===== src/rtl/core/lpas_pkg.sv =====
// ----------------------------------------------------------------------------
// lpas_pkg: shared types and constants of the LED pattern action sequencer
// Command codes, run modes, status codes, the queued action entry and the
// pattern LFSR step.
// ----------------------------------------------------------------------------
package lpas_pkg;

  // Default number of queued actions
  localparam int unsigned QUEUE_DEPTH_DEF = 8;

  // Default random interval in ms, value after reset
  localparam logic [15:0] RAND_INTERVAL_RST = 16'd300;

  // Tags count modulo this value
  localparam logic [6:0] TAG_MODULO   = 7'd100;
  localparam logic [6:0] TAG_IDLE     = 7'd127;

  // LFSR seed and taps (Galois, right shift)
  localparam logic [15:0] LFSR_SEED = 16'hACE1;
  localparam logic [15:0] LFSR_TAPS = 16'hB400;

  // Command codes carried in the input word's tuser
  localparam logic [2:0] OP_TICK     = 3'd0;
  localparam logic [2:0] OP_SET      = 3'd1;
  localparam logic [2:0] OP_BIT_ON   = 3'd2;
  localparam logic [2:0] OP_BIT_OFF  = 3'd3;
  localparam logic [2:0] OP_CLEAR    = 3'd4;
  localparam logic [2:0] OP_APPEND   = 3'd5;
  localparam logic [2:0] OP_RAND_ON  = 3'd6;
  localparam logic [2:0] OP_RAND_OFF = 3'd7;

  // Run modes
  localparam logic [1:0] MODE_FIXED  = 2'd0;
  localparam logic [1:0] MODE_ACTION = 2'd1;
  localparam logic [1:0] MODE_RANDOM = 2'd2;

  // Append status
  localparam logic [1:0] ST_OK    = 2'd0;
  localparam logic [1:0] ST_FULL  = 2'd1;
  localparam logic [1:0] ST_ORDER = 2'd2;

  // One queued action
  typedef struct packed {
    logic [31:0] end_ms;
    logic [15:0] pattern;
    logic [6:0]  tag;
  } action_t;

  // One LFSR step
  function automatic logic [15:0] lfsr_step(input logic [15:0] v);
    logic [15:0] s;
    s = {1'b0, v[15:1]};
    if (v[0]) begin
      s = s ^ LFSR_TAPS;
    end
    return s;
  endfunction

endpackage


===== src/rtl/core/led_pattern_action_sequencer.sv =====
// ----------------------------------------------------------------------------
// led_pattern_action_sequencer: 16-bit LED pattern driver
// Fixed, timed-action and random modes, driven by command and tick words.
// ----------------------------------------------------------------------------
// Every input word produces exactly one output word. The block takes one word
// per clock: all of a word's work is done in the cycle it is accepted, by one
// pass of logic from the state registers into the output register, so the
// rate is one word per cycle whenever the output side keeps taking words.
// The action queue (QUEUE_DEPTH entries) sits in a small memory whose
// registered read port always holds the entry behind the queue head, so a
// head drop takes its next entry straight from it. No clearing pass is needed after reset.
// The random interval register may be written at any time the block is idle.
module led_pattern_action_sequencer #(
  parameter int unsigned QUEUE_DEPTH = lpas_pkg::QUEUE_DEPTH_DEF
) (
  input  logic        clk,
  input  logic        rst_n,
  // command / tick words
  input  logic        in_tvalid,
  output logic        in_tready,
  // [31:0] time_ms, [32] force_req, [40:33] byte_low, [48:41] byte_high,
  // [52:49] bit_index, [84:53] end_ms, [87:85] zero
  input  logic [87:0] in_tdata,
  // [2:0] op
  input  logic [2:0]  in_tuser,
  // result words
  output logic        out_tvalid,
  input  logic        out_tready,
  // [0] drive_valid, [8:1] drive_low, [16:9] drive_high, [24:17] held_low,
  // [26:25] append_status, [31:27] zero
  output logic [31:0] out_tdata,
  // random interval register
  input  logic        cfg_valid,
  output logic        cfg_ready,
  input  logic [15:0] cfg_data
);

  localparam int unsigned IW = (QUEUE_DEPTH > 1) ? $clog2(QUEUE_DEPTH) : 1;
  localparam int unsigned CW = $clog2(QUEUE_DEPTH + 1);
  localparam logic [IW-1:0] LAST_SLOT = IW'(QUEUE_DEPTH - 1);
  localparam logic [CW-1:0] DEPTH_C   = CW'(QUEUE_DEPTH);
  localparam logic [6:0] TAG_MODULO_M1 = lpas_pkg::TAG_MODULO - 7'd1;

  // input field unpacking
  logic [2:0]  op;
  logic [31:0] time_ms;
  logic        force_req;
  logic [7:0]  byte_low;
  logic [7:0]  byte_high;
  logic [3:0]  bit_index;
  logic [31:0] end_ms;
  logic [15:0] in_pat;
  logic [15:0] bit_mask;

  assign op        = in_tuser;
  assign time_ms   = in_tdata[31:0];
  assign force_req = in_tdata[32];
  assign byte_low  = in_tdata[40:33];
  assign byte_high = in_tdata[48:41];
  assign bit_index = in_tdata[52:49];
  assign end_ms    = in_tdata[84:53];
  assign in_pat    = {byte_high, byte_low};
  assign bit_mask  = 16'd1 << bit_index;

  // state registers
  logic [15:0]           interval_r;
  logic [15:0]           held_r,        held_nxt;
  logic [1:0]            mode_r,        mode_nxt;
  logic                  pending_r,     pending_nxt;
  logic [IW-1:0]         head_r,        head_nxt;
  logic [CW-1:0]         cnt_r,         cnt_nxt;
  logic [6:0]            run_tag_r,     run_tag_nxt;
  logic [6:0]            last_tag_r,    last_tag_nxt;
  logic [31:0]           last_rand_r,   last_rand_nxt;
  logic [1:0]            saved_mode_r,  saved_mode_nxt;
  logic [15:0]           saved_pat_r,   saved_pat_nxt;
  logic [15:0]           lfsr_r,        lfsr_nxt;
  lpas_pkg::action_t     head_act_r,    head_act_nxt;
  logic [31:0]           last_end_r,    last_end_nxt;

  // action memory and its registered read of the slot behind the head
  lpas_pkg::action_t     act_mem [QUEUE_DEPTH];
  lpas_pkg::action_t     next_act_r;
  logic                  wr_en;
  logic [IW-1:0]         wr_addr;
  lpas_pkg::action_t     wr_data;
  logic [IW-1:0]         rd_addr;

  // result fields
  logic                  emit;
  logic [15:0]           emit_pat;
  logic [1:0]            status;
  logic                  in_fire;
  logic                  out_valid_r;
  logic [31:0]           out_data_r;

  // helpers
  logic [IW-1:0]         head_inc;
  logic [CW:0]           tail_sum;
  logic [IW-1:0]         tail_slot;
  logic [6:0]            tag_inc;
  logic [31:0]           elapsed;
  logic [15:0]           lfsr_a;
  logic [15:0]           lfsr_b;
  lpas_pkg::action_t     new_act;
  logic [15:0]           edit_pat;

  assign in_fire   = in_tvalid && in_tready;
  assign in_tready = !out_valid_r || out_tready;
  assign cfg_ready = 1'b1;

  assign head_inc  = (head_r == LAST_SLOT) ? '0 : head_r + 1'b1;
  assign tail_sum  = {1'b0, (CW)'(head_r)} + {1'b0, cnt_r};
  assign tail_slot = (tail_sum >= (CW+1)'(QUEUE_DEPTH)) ?
                     IW'(tail_sum - (CW+1)'(QUEUE_DEPTH)) : IW'(tail_sum);
  assign tag_inc   = (last_tag_r >= TAG_MODULO_M1) ? 7'd0 : last_tag_r + 7'd1;
  assign elapsed   = time_ms - last_rand_r;
  assign lfsr_a    = lpas_pkg::lfsr_step(lfsr_r);
  assign lfsr_b    = lpas_pkg::lfsr_step(lfsr_a);
  assign new_act   = '{end_ms: end_ms, pattern: in_pat, tag: tag_inc};

  // edited pattern for set / bit on / bit off
  always_comb begin
    unique case (op)
      lpas_pkg::OP_SET:    edit_pat = in_pat;
      lpas_pkg::OP_BIT_ON: edit_pat = held_r | bit_mask;
      default:             edit_pat = held_r & ~bit_mask;
    endcase
  end

  // command decode and next state
  always_comb begin
    held_nxt       = held_r;
    mode_nxt       = mode_r;
    pending_nxt    = pending_r;
    head_nxt       = head_r;
    cnt_nxt        = cnt_r;
    run_tag_nxt    = run_tag_r;
    last_tag_nxt   = last_tag_r;
    last_rand_nxt  = last_rand_r;
    saved_mode_nxt = saved_mode_r;
    saved_pat_nxt  = saved_pat_r;
    lfsr_nxt       = lfsr_r;
    head_act_nxt   = head_act_r;
    last_end_nxt   = last_end_r;
    wr_en          = 1'b0;
    wr_addr        = tail_slot;
    wr_data        = new_act;
    emit           = 1'b0;
    emit_pat       = held_r;
    status         = lpas_pkg::ST_OK;

    unique case (op)
      lpas_pkg::OP_TICK: begin
        if (mode_r == lpas_pkg::MODE_FIXED ||
            (mode_r == lpas_pkg::MODE_ACTION && cnt_r == '0)) begin
          emit        = force_req || pending_r;
          pending_nxt = 1'b0;
        end else if (mode_r == lpas_pkg::MODE_ACTION) begin
          if (time_ms < head_act_r.end_ms) begin
            if (head_act_r.tag != run_tag_r) begin
              run_tag_nxt = head_act_r.tag;
              emit        = 1'b1;
              emit_pat    = head_act_r.pattern;
            end
          end else if (head_act_r.end_ms < time_ms) begin
            // head expired: move to the prefetched next entry
            head_nxt = head_inc;
            cnt_nxt  = cnt_r - 1'b1;
            if (cnt_r > CW'(1)) begin
              head_act_nxt = next_act_r;
              run_tag_nxt  = next_act_r.tag;
              emit         = 1'b1;
              emit_pat     = next_act_r.pattern;
            end
          end
        end else if (mode_r == lpas_pkg::MODE_RANDOM) begin
          if (elapsed > {16'd0, interval_r}) begin
            lfsr_nxt      = lfsr_b;
            emit          = 1'b1;
            emit_pat      = {lfsr_b[7:0], lfsr_a[7:0]};
            last_rand_nxt = time_ms;
          end
        end
      end
      lpas_pkg::OP_SET, lpas_pkg::OP_BIT_ON, lpas_pkg::OP_BIT_OFF: begin
        head_nxt    = '0;
        cnt_nxt     = '0;
        mode_nxt    = lpas_pkg::MODE_FIXED;
        pending_nxt = (edit_pat != held_r);
        held_nxt    = edit_pat;
      end
      lpas_pkg::OP_CLEAR: begin
        held_nxt    = '0;
        pending_nxt = 1'b1;
      end
      lpas_pkg::OP_APPEND: begin
        last_tag_nxt = tag_inc;
        mode_nxt     = lpas_pkg::MODE_ACTION;
        if (cnt_r == '0) begin
          wr_en        = 1'b1;
          wr_addr      = head_r;
          head_act_nxt = new_act;
          cnt_nxt      = CW'(1);
          last_end_nxt = end_ms;
          emit         = 1'b1;
          emit_pat     = in_pat;
        end else if (cnt_r >= DEPTH_C) begin
          status = lpas_pkg::ST_FULL;
        end else if (last_end_r >= end_ms) begin
          status = lpas_pkg::ST_ORDER;
        end else begin
          wr_en        = 1'b1;
          cnt_nxt      = cnt_r + 1'b1;
          last_end_nxt = end_ms;
        end
      end
      lpas_pkg::OP_RAND_ON: begin
        head_nxt       = '0;
        cnt_nxt        = '0;
        saved_mode_nxt = mode_r;
        saved_pat_nxt  = held_r;
        mode_nxt       = lpas_pkg::MODE_RANDOM;
      end
      default: begin
        head_nxt = '0;
        cnt_nxt  = '0;
        if (mode_r == lpas_pkg::MODE_RANDOM) begin
          mode_nxt    = saved_mode_r;
          held_nxt    = saved_pat_r;
          pending_nxt = 1'b1;
        end
      end
    endcase
  end

  // read address follows the head that will be current next cycle
  assign rd_addr = in_fire ? ((head_nxt == LAST_SLOT) ? '0 : head_nxt + 1'b1) : head_inc;

  // action memory: one write, one registered read with write bypass
  always_ff @(posedge clk) begin
    if (in_fire && wr_en) begin
      act_mem[wr_addr] <= wr_data;
    end
    if (in_fire && wr_en && wr_addr == rd_addr) begin
      next_act_r <= wr_data;
    end else begin
      next_act_r <= act_mem[rd_addr];
    end
  end

  // control state
  always_ff @(posedge clk) begin
    if (!rst_n) begin
      interval_r   <= lpas_pkg::RAND_INTERVAL_RST;
      held_r       <= '0;
      mode_r       <= lpas_pkg::MODE_FIXED;
      pending_r    <= 1'b0;
      head_r       <= '0;
      cnt_r        <= '0;
      run_tag_r    <= lpas_pkg::TAG_IDLE;
      last_tag_r   <= '0;
      last_rand_r  <= '0;
      saved_mode_r <= lpas_pkg::MODE_FIXED;
      saved_pat_r  <= '0;
      lfsr_r       <= lpas_pkg::LFSR_SEED;
      out_valid_r  <= 1'b0;
    end else begin
      if (cfg_valid && cfg_ready) begin
        interval_r <= cfg_data;
      end
      if (in_fire) begin
        held_r       <= held_nxt;
        mode_r       <= mode_nxt;
        pending_r    <= pending_nxt;
        head_r       <= head_nxt;
        cnt_r        <= cnt_nxt;
        run_tag_r    <= run_tag_nxt;
        last_tag_r   <= last_tag_nxt;
        last_rand_r  <= last_rand_nxt;
        saved_mode_r <= saved_mode_nxt;
        saved_pat_r  <= saved_pat_nxt;
        lfsr_r       <= lfsr_nxt;
        out_valid_r  <= 1'b1;
      end else if (out_tready) begin
        out_valid_r  <= 1'b0;
      end
    end
  end

  // payload registers: head cache, last queued end and the result word
  always_ff @(posedge clk) begin
    if (in_fire) begin
      head_act_r   <= head_act_nxt;
      last_end_r   <= last_end_nxt;
      out_data_r   <= {5'd0, status, held_nxt[7:0],
                       emit ? emit_pat[15:8] : 8'd0,
                       emit ? emit_pat[7:0]  : 8'd0,
                       emit};
    end
  end

  assign out_tvalid = out_valid_r;
  assign out_tdata  = out_data_r;

  // checks
  a_cnt_bound: assert property (@(posedge clk) disable iff (!rst_n)
    cnt_r <= DEPTH_C)
    else $error("action count above queue depth");

  a_head_bound: assert property (@(posedge clk) disable iff (!rst_n)
    head_r <= LAST_SLOT)
    else $error("queue head out of range");

  a_queue_mode: assert property (@(posedge clk) disable iff (!rst_n)
    cnt_r != '0 |-> mode_r == lpas_pkg::MODE_ACTION)
    else $error("actions queued outside action mode");

  a_tag_range: assert property (@(posedge clk) disable iff (!rst_n)
    last_tag_r < lpas_pkg::TAG_MODULO)
    else $error("tag out of range");

endmodule


===== config.mk =====
export PLATFORM = sky130hd
export DESIGN_NAME = led_pattern_action_sequencer
export DESIGN_NICKNAME = d
export VERILOG_FILES = /design/src/rtl/core/lpas_pkg.sv /design/src/rtl/core/led_pattern_action_sequencer.sv
export SDC_FILE = /design/constraint.sdc
export NUM_CORES = 1
export LEC_CHECK = 0
export ABC_AREA = 1
export ABC_CLOCK_PERIOD_IN_PS = 10050
export BUFFER_PORTS_ARGS = -buffer_cell sky130_fd_sc_hd__buf_2
export CAP_MARGIN = 20
export CORE_MARGIN = 3
export CORE_UTILIZATION = 56
export CTS_CLUSTER_SIZE = 12
export DETAILED_ROUTE_END_ITERATION = 10
export PLACE_DENSITY = 0.74
export SKIP_CTS_REPAIR_TIMING = 1
export SLEW_MARGIN = 20
export SYNTH_ARGS = -nofsm -noshare
export SYNTH_HDL_FRONTEND = slang
export SYNTH_SLANG_ARGS = --single-unit

===== constraint.sdc =====
create_clock -name clk -period 10.05 [get_ports clk]
set_clock_uncertainty 0.2 [all_clocks]
set_input_delay 2.01 -clock clk [delete_from_list [all_inputs] [get_ports clk]]
set_output_delay 2.01 -clock clk [all_outputs]
set_load 0.005 [all_outputs]

# After elaboration in Yosys (flattened, before gate mapping)
# Memories as Yosys holds them, arrays and structs flattened. A register that Yosys moved wholly into a read port is not among the register bits.
# Index checks and enable logic that the tools add are counted.
[word_totals]
n_memories = 1
ram_bits = 440
inputBits = 112
register_bits = 237
[memory_table]
columns = ["memory", "words", "word_bits", "rd", "rd_ports_with_merged_regs", "write_ports", "line", "text"]
rows = [
  ["act_mem", 8, 55, 1, 1, 1, "led_pattern_action_sequencer.sv:82", "lpas_pkg::action_t act_mem [QUEUE_DEPTH];"],
]
[op_classes]
order_cmp = 8
shifts = 1
n_eq_ne = 24
reduce_logical = 34
n_mux = 74
n_bitwise = 12
n_addsub = 8
[ops]
columns = ["operator", "n"]
rows = [
  ["two-way mux 55 bit", 6],
  ["two-way mux 16 bit", 12],
  ["one-hot mux 55 bit (2 select lines)", 1],
  ["two-way mux 32 bit", 3],
  ["less-than comparator 32 bit", 2],
  ["one-hot mux 16 bit (2 select lines)", 2],
  ["one-hot mux 16 bit (3 select lines)", 1],
  ["two-way mux 7 bit", 5],
  [">= comparator 32 bit", 1],
  ["> comparator 32 x 16 -> 1 bit", 1],
  ["subtractor 32 bit", 1],
  ["two-way mux 3 bit", 10],
  ["two-way mux 4 bit", 7],
  ["two-way mux 1 bit", 20],
  ["!= test 2 bit, second input constant", 9],
  ["AND 16 bit", 1],
  ["!= test 16 bit", 1],
  ["inverter 16 bit", 1],
  ["OR 16 bit", 1],
  ["AND reduction 8 bit", 2],
  ["<< shifter 1 x 4 -> 16 bit, first input constant", 1],
  ["equality test 3 bit, second input constant", 5],
  ["one-hot mux 4 bit (3 select lines)", 1],
  ["OR reduction 3 bit", 3],
  ["other kinds (39)", 64],
]

# Longest topological paths before layout
# Gate-level depths: netlist of the first run.
[depth]
depth_word = 10
ltp_mapped = 28

# Worst setup path before layout of the first run
# OpenSTA, ideal clock, no wires.
[synth_path]
kind = "in2reg"
startpoint = "input port in_tdata[54]"
endpoint = "memory act_mem[4][0] (netlist bit), enable pin"
setup_slack_ns = 0.261
setup_time_ns = 0.468
cell_stages = 15
required_time_ns = 9.382
arrival_ns = 9.121
n_path_buf = 0
cell_sequence = "inv_1 > ha_1 > a21oi_1 > o21ai_0 > nand2_1 > o211ai_1 > nand2_1 > nand2_1 > nand2_1 > nand3_1 > nand2_1 > inv_1 > nor4_1 > nand2_1 > nor2_1"
[synth_between]
elab_chain_len = 8
[synth_lines]
columns = ["item", "line", "text"]
rows = [
  ["start: declaration", "led_pattern_action_sequencer.sv:23", "input logic [87:0] in_tdata,"],
  [">= comparator 32 bit", "led_pattern_action_sequencer.sv:210", "end else if (last_end_r >= end_ms) begin"],
  ["two-way mux 1 bit", "led_pattern_action_sequencer.sv:210", ""],
  ["two-way mux 1 bit", "led_pattern_action_sequencer.sv:208", "end else if (cnt_r >= DEPTH_C) begin"],
  ["two-way mux 1 bit", "led_pattern_action_sequencer.sv:200", "if (cnt_r == '0) begin"],
  ["two-way mux 1 bit", "led_pattern_action_sequencer.sv:153", "unique case (op)"],
  ["logical AND 1 bit", "--", ""],
  ["two-way mux 1 bit", "led_pattern_action_sequencer.sv:242", "if (in_fire && wr_en) begin"],
  ["two-way mux 1 bit (implied by the code)", "led_pattern_action_sequencer.sv:243", "act_mem[wr_addr] <= wr_data;"],
  ["end: declaration", "led_pattern_action_sequencer.sv:82", ""],
]
# Every way passes these cells.

# Worst setup path in the final report of the first run
[layout_path]
startpoint = "input port in_tdata[68]"
endpoint = "memory act_mem[3][18] (netlist bit), enable pin"
# The elaborated chain is that of the path after synthesis.

==> results.cfg, run 1 <==
[synth]
syn-instance-count = 3341
synth_edf_count = 554
synth_ff_type = edfxtp_1
synthArstFlopShare_pct = 0
syn_area_um2 = 32600
ys_warn_count = 0
postSynthAreaPerCell_um2 = 9.76
ys_seq_area_share_pct = 58.7
ys_seq_elements = 680
synth_cell_type_count = 49

[timing]
tightest_slew_ns = 1.11
max_slew_margin_pct = 26.1
finalSetupViolCount = 0
fin_crit_sh_pct = 62.7
rsz0062_at_grt = false
fin_ws_ns = 3.75
maxSlewViolCount = 0
finalHoldViolations = 0
finalSetupTns_ns = 0
fmax_mhz = 159
holdWs_ns = 0.271
period_minus_slack_ns = 6.30

[drt]
drt_iter0_drc = 2539
dr.pass1.iters = 5
wl_met2_um = 38300
ant_nets = 0
wire_per_inst_um = 19.5
top_layer_used = met5
vias = 25000
vias_per_cell = 5.91
drc = 0
wl_met1_um = 35100
wl_um = 82700
wl_met3_um = 6870

[worst_setup_path]
rr_worst_depth = 14
critPathCaptureType = register
crit_path_start = in_tdata[68]
crit_path_end = act_mem[3][18]
critical_path_class = primary input to register
regToRegStartpoint = last_end_r[15]
required_ns = 10.10
cp.arrival_ns = 6.34
regToRegEndpoint = act_mem[3][18]
rrSetupSlack_ns = 5.09
cp_max_fo = 34
crit_path_start_kind = primary input

[floorplanning]
dieArea_um2 = 61200
die_x_um = 247
rows = 87
chipHeight_um = 247
core_um2 = 57000
num_io_pins = 147
start_util_pct = 57.2

[global_route]
grt_max_degree = 174
grt_pass1_vias = 23900
grt_usage_pct = 26.9
antenna_found_initial = 11
grt_pass1_wl_um = 129000
grt_overflow = 0

[pwr]
p_leak_nw = 14.0
powerDensity_nw_per_um2 = 179
vdd_drop_max_uv = 128

[cells_and_area]
layout-drive-gt1-share_pct = 9.62
area_growth_pct = 10.9
nNetsFinal = 3657

[place]
numPortBuffers = 137
dp_hpwl_um = 52100
place.gp.congestion = 0.920
pre_cts_slack_ns = 3.12

[job]
maxCapViolCount = 0

[clock_tree]
cts_tree = yes
cts_sinks = 680
clkTransAtPathRegs_ns = 0.06
root_buffer = clkbuf_16
htreeDepth = 3
clockBufferDepth = 3
insertion_delay_ns = 0.63
cts_buffers = 72

[run_status]
status = finished, final reports clean

[min_path]
min_path_type = register to register
-- per-layer routing --
metal,track usage [%],vias up
met5,0,-
li1,-,11800
met3,4.66,184
met4,9.78,2
met2,42.8,1102
met1,37.6,11900
-- flip-flops by register name, indices dropped and copies added (netlist names), named ones only --
signal,flops
pending_r,1
last_tag_r,7
cnt_r,4
held_r,16
act_mem,440
last_rand_r,32
saved_mode_r,2
mode_r,2
lfsr_r,16
run_tag_r,7
out_tvalid,1
saved_pat_r,16
head_act_r,55
last_end_r,32
head_r,3
interval_r,16
out_tdata,27
-- where the power goes --
group | switching [W] | total (W) | internal, W
clock | 0.00109 | 0.00256 | 0.00147
sequential | 0.0000344 | 0.00314 | 0.00311
combinational | 0.000549 | 0.000785 | 0.000236
total | 0.00167 | 0.00648 | 0.00481
-- cell usage after synthesis (8+ instances only) --
master	n	area [um^2]
nor2_2	15	93.8
o21ai_0	439	2200
dfxtp_1	126	2520
nand4_1	20	125
o211ai_1	18	135
buf_4	11	82.6
nor4_1	8	50.1
a22oi_1	16	120
nand2_2	9	56.3
nor2_1	383	1440
clkbuf_1	130	488
a31oi_1	17	106
o22ai_1	23	144
a21oi_1	212	1060
ha_1	120	1500
o221ai_1	88	771
buf_1	13	48.8
inv_2	10	37.5
edfxtp_1	554	16600
o21ai_1	29	145
nor3_1	16	80.1
xor2_1	32	280
inv_1	335	1260
a21oi_2	10	87.6
nand3_1	146	731
xnor2_1	11	96.3
nand2_1	497	1870
-- cell type report --
class,instances,area (um^2)
Sequential cell,680,19200
Clock buffer,99,1980
Clock inverter,23,283
Multi-Input combinational cell,2147,11500
Fill cell,4497,20900
Timing Repair Buffer,170,943
Tap cell,756,946
Antenna cell,10,25.0
Inverter,352,1330
-- metrics by stage --
stage	cells	util, %	power [W]	cell area, um^2
after floorplan	3345	-	0.00371	32600
after global placement	4104	59.4	0.00393	33900
after detailed placement	4104	59.4	0.00396	33900
after CTS	4226	63.4	0.00650	36200
after global routing	4233	63.4	0.00672	36200
final	4237	63.4	0.00648	36200
-- logic make-up (layout without fill, tap and decap cells) --
kind of cell | Yosys count | count (layout) | synth area share (%)
xor+xnor | 43 | 43 | 1.15
other cells | 2 | 16 | 0.0230
simple gates | 1111 | 1111 | 14.1
flops | 680 | 680 | 58.7
mux | 7 | 7 | 0.215
fa+ha+maj | 122 | 122 | 4.73
compound gates | 858 | 858 | 14.8
buf+inv | 518 | 644 | 6.25
-- how the worst min path moves through the flow --
stage,to,start,depth (start not counted)
finish,interval_r[14],interval_r[14],2
detailed placement,interval_r[7],interval_r[7],2
global placement,interval_r[15],interval_r[15],2
global route,interval_r[11],interval_r[11],2
CTS,interval_r[6],interval_r[6],2
floorplan,interval_r[6],interval_r[6],2
-- critical path, cell delays in order --
cell and delay (ns):
buf_2 0.19, inv_1 0.09, ha_1 0.33, a21oi_1 0.20
o21ai_0 0.17, a21oi_1 0.23, nand2_1 0.08, nand2_1 0.05
nand3_1 0.18, nand2_1 0.14, inv_1 0.08, nor4_2 0.17
buf_4 0.49, nand2_1 0.37, nor2_4 0.92, buf_4 0.58
-- placed cells by master (no fill, tap or decap), types with 88 or more instances in the layout --
cell type,Yosys,routed
inv_1,335,333
o221ai_1,88,88
ha_1,120,120
buf_2,5,138
nand2_1,497,496
dfxtp_1,126,123
a21oi_1,212,212
edfxtp_1,554,554
o21ai_0,439,439
nand3_1,146,146
nor2_1,383,374
Note: power is estimated with default switching activity, not from simulation.
==> run 2, diff against run 1 <==
Settings changed: ABC_CLOCK_PERIOD_IN_PS 10050 to 6500, CORE_UTILIZATION 56 to 60, PLACE_DENSITY 0.74 to 0.76.
Clock period 10.05 ns to 6.5 ns, I/O delays scaled along.
==> results.cfg, run 2 (synthesized netlist as in run 1, its figures left out) <==
[worst_setup_path]
cp_max_fo = 18
critPathCaptureType = register
cp.arrival_ns = 5.26
crit_path_start_kind = primary input
crit_path_start = in_tdata[0]
required_ns = 6.64
critical_path_class = primary input to register
regToRegStartpoint = last_rand_r[2]

[floorplanning]
rows = 84
dieArea_um2 = 57200
die_x_um = 239
start_util_pct = 61.3
core_um2 = 53200
num_io_pins = 147
chipHeight_um = 239

[place]
place_area_um2 = 33900
dp_hpwl_um = 52600
place.gp.congestion = 0.935
placed_cells = 4042
numPortBuffers = 137

[timing]
rsz0062_at_grt = false
finalHoldViolations = 0
max_slew_margin_pct = 24.8
holdWs_ns = 0.276
period_minus_slack_ns = 5.12
maxSlewViolCount = 0
tightest_slew_ns = 1.13
finalSetupViolCount = 0
finalSetupTns_ns = 0
fin_crit_sh_pct = 78.8
fmax_mhz = 195

[drt]
drc = 0
wire_per_inst_um = 19.9
vias_per_cell = 6.03
dr.pass1.iters = 8
wl_um = 83200
drt_iter0_drc = 2535
ant_nets = 0
vias = 25100

[global_route]
grt_max_degree = 126
grt_overflow = 0
grt_usage_pct = 28.9
grt_pass1_vias = 23900
antenna_found_initial = 9
grt_pass1_wl_um = 129000

[clock_tree]
cts_sinks = 680
htreeDepth = 3
insertion_delay_ns = 0.62
cts_buffers = 72
clkTransAtPathRegs_ns = 0.06
root_buffer = clkbuf_16
cts_tree = yes
clockBufferDepth = 3

[cells_and_area]
final_util_pct = 67.9
layout_commonest_cell = edfxtp_1
fin_cells = 4171
layout-drive-gt1-share_pct = 9.69
mostFrequentLayoutCells = edfxtp_1, nand2_1, o21ai_0
regMostFlops = act_mem
finalInstanceArea_um2 = 36100
nNetsFinal = 3662
area_growth_pct = 10.7
largest_register_ffs = 440
reg_top3 = act_mem x440, head_act_r x55
fillers = 3949

[pwr]
p_clk_share_pct = 38.9
powerDensity_nw_per_um2 = 275
combPwrFrac_pct = 12.2
seq_power_share_pct = 48.9
vdd_drop_max_uv = 221
intPower_w = 0.00732
netSwitchingPower_w = 0.00261
swShare_pct = 26.3
p_leak_nw = 14.0

[min_path]
hp-start = interval_r[3]
min_path_type = register to register

[job]
maxCapViolCount = 0

[run_status]
status = finished, final reports clean
## run 2: cell types whose count changed in the layout (fill, tap and decap cells not counted), sizes merged, moves of 2 or more
cell	change
diode	-6
clkinv	+3
buf	+5
bufinv	-2
clkinvlp	+2
## run 2: critical path, stage by stage
cell and delay [ns]:
buf_2 0.12, inv_1 0.07, ha_1 0.23, fa_1 0.42
inv_1 0.11, nand2_1 0.06, nand3_1 0.17, nand2_1 0.07
nand2_1 0.11, xor2_1 0.07, ha_1 0.27, nand2_1 0.08
nor4_1 0.38, nand3_1 0.12, nand2_1 0.13, nand2_1 0.06
nor2_1 0.09, nand2_1 0.07, nor2_2 0.09, nand2_2 0.19
nand2_4 0.28, nand2_2 0.10, a21oi_4 0.55, a21oi_1 0.10
## run 2: routing by layer
layer | wire (um) | track usage [%] | share of wire [%] | vias to the layer above
met2 | 38600 | 46.1 | 46 | 1180
met3 | 7770 | 5.40 | 9.3 | 199
met1 | 34200 | 40.0 | 41 | 11900
met4 | 2490 | 10.3 | 3.0 | 12
li1 | - | - | - | 11800
met5 | 74 | 0 | 0.089 | -
## run 2: power groups by stage
stage	sequential, W	clock [W]	combinational (W)
after floorplan	0.00492	0	0.000810
after global placement	0.00494	0	0.00113
after detailed placement	0.00494	0	0.00119
after CTS	0.00485	0.00392	0.00120
after global routing	0.00486	0.00410	0.00136
final	0.00485	0.00387	0.00121
## run 2: area by class of cell
type | instances | area (um^2) | share of cell area [%]
Multi-Input combinational cell | 2147 | 11500 | 31.9
Sequential cell | 680 | 19200 | 53.1
Timing Repair Buffer | 175 | 1030 | 2.86
Antenna cell | 4 | 10.0 | 0.0277
Clock buffer | 100 | 1950 | 5.40
Inverter | 352 | 1330 | 3.67
Tap cell | 688 | 861 | 2.38
Clock inverter | 25 | 245 | 0.679
## run 2: worst paths after layout
check | slack (ns) | endpoint | depth (start not counted)
hold / removal | 0.28 | interval_r[3] | 2
setup reg to reg | 1.95 | out_tdata[1] | 25
hold reg to reg | 0.28 | interval_r[3] | 2
setup / recovery | 1.38 | out_tdata[1] | 24
## run 2: per-stage QoR
step,power (W),setup WS (ns)
global route,0.0103,1.17
CTS,0.00997,1.46
finish,0.00994,1.38
global placement,0.00607,0.880
detailed placement,0.00613,0.817
floorplan,0.00573,0.588
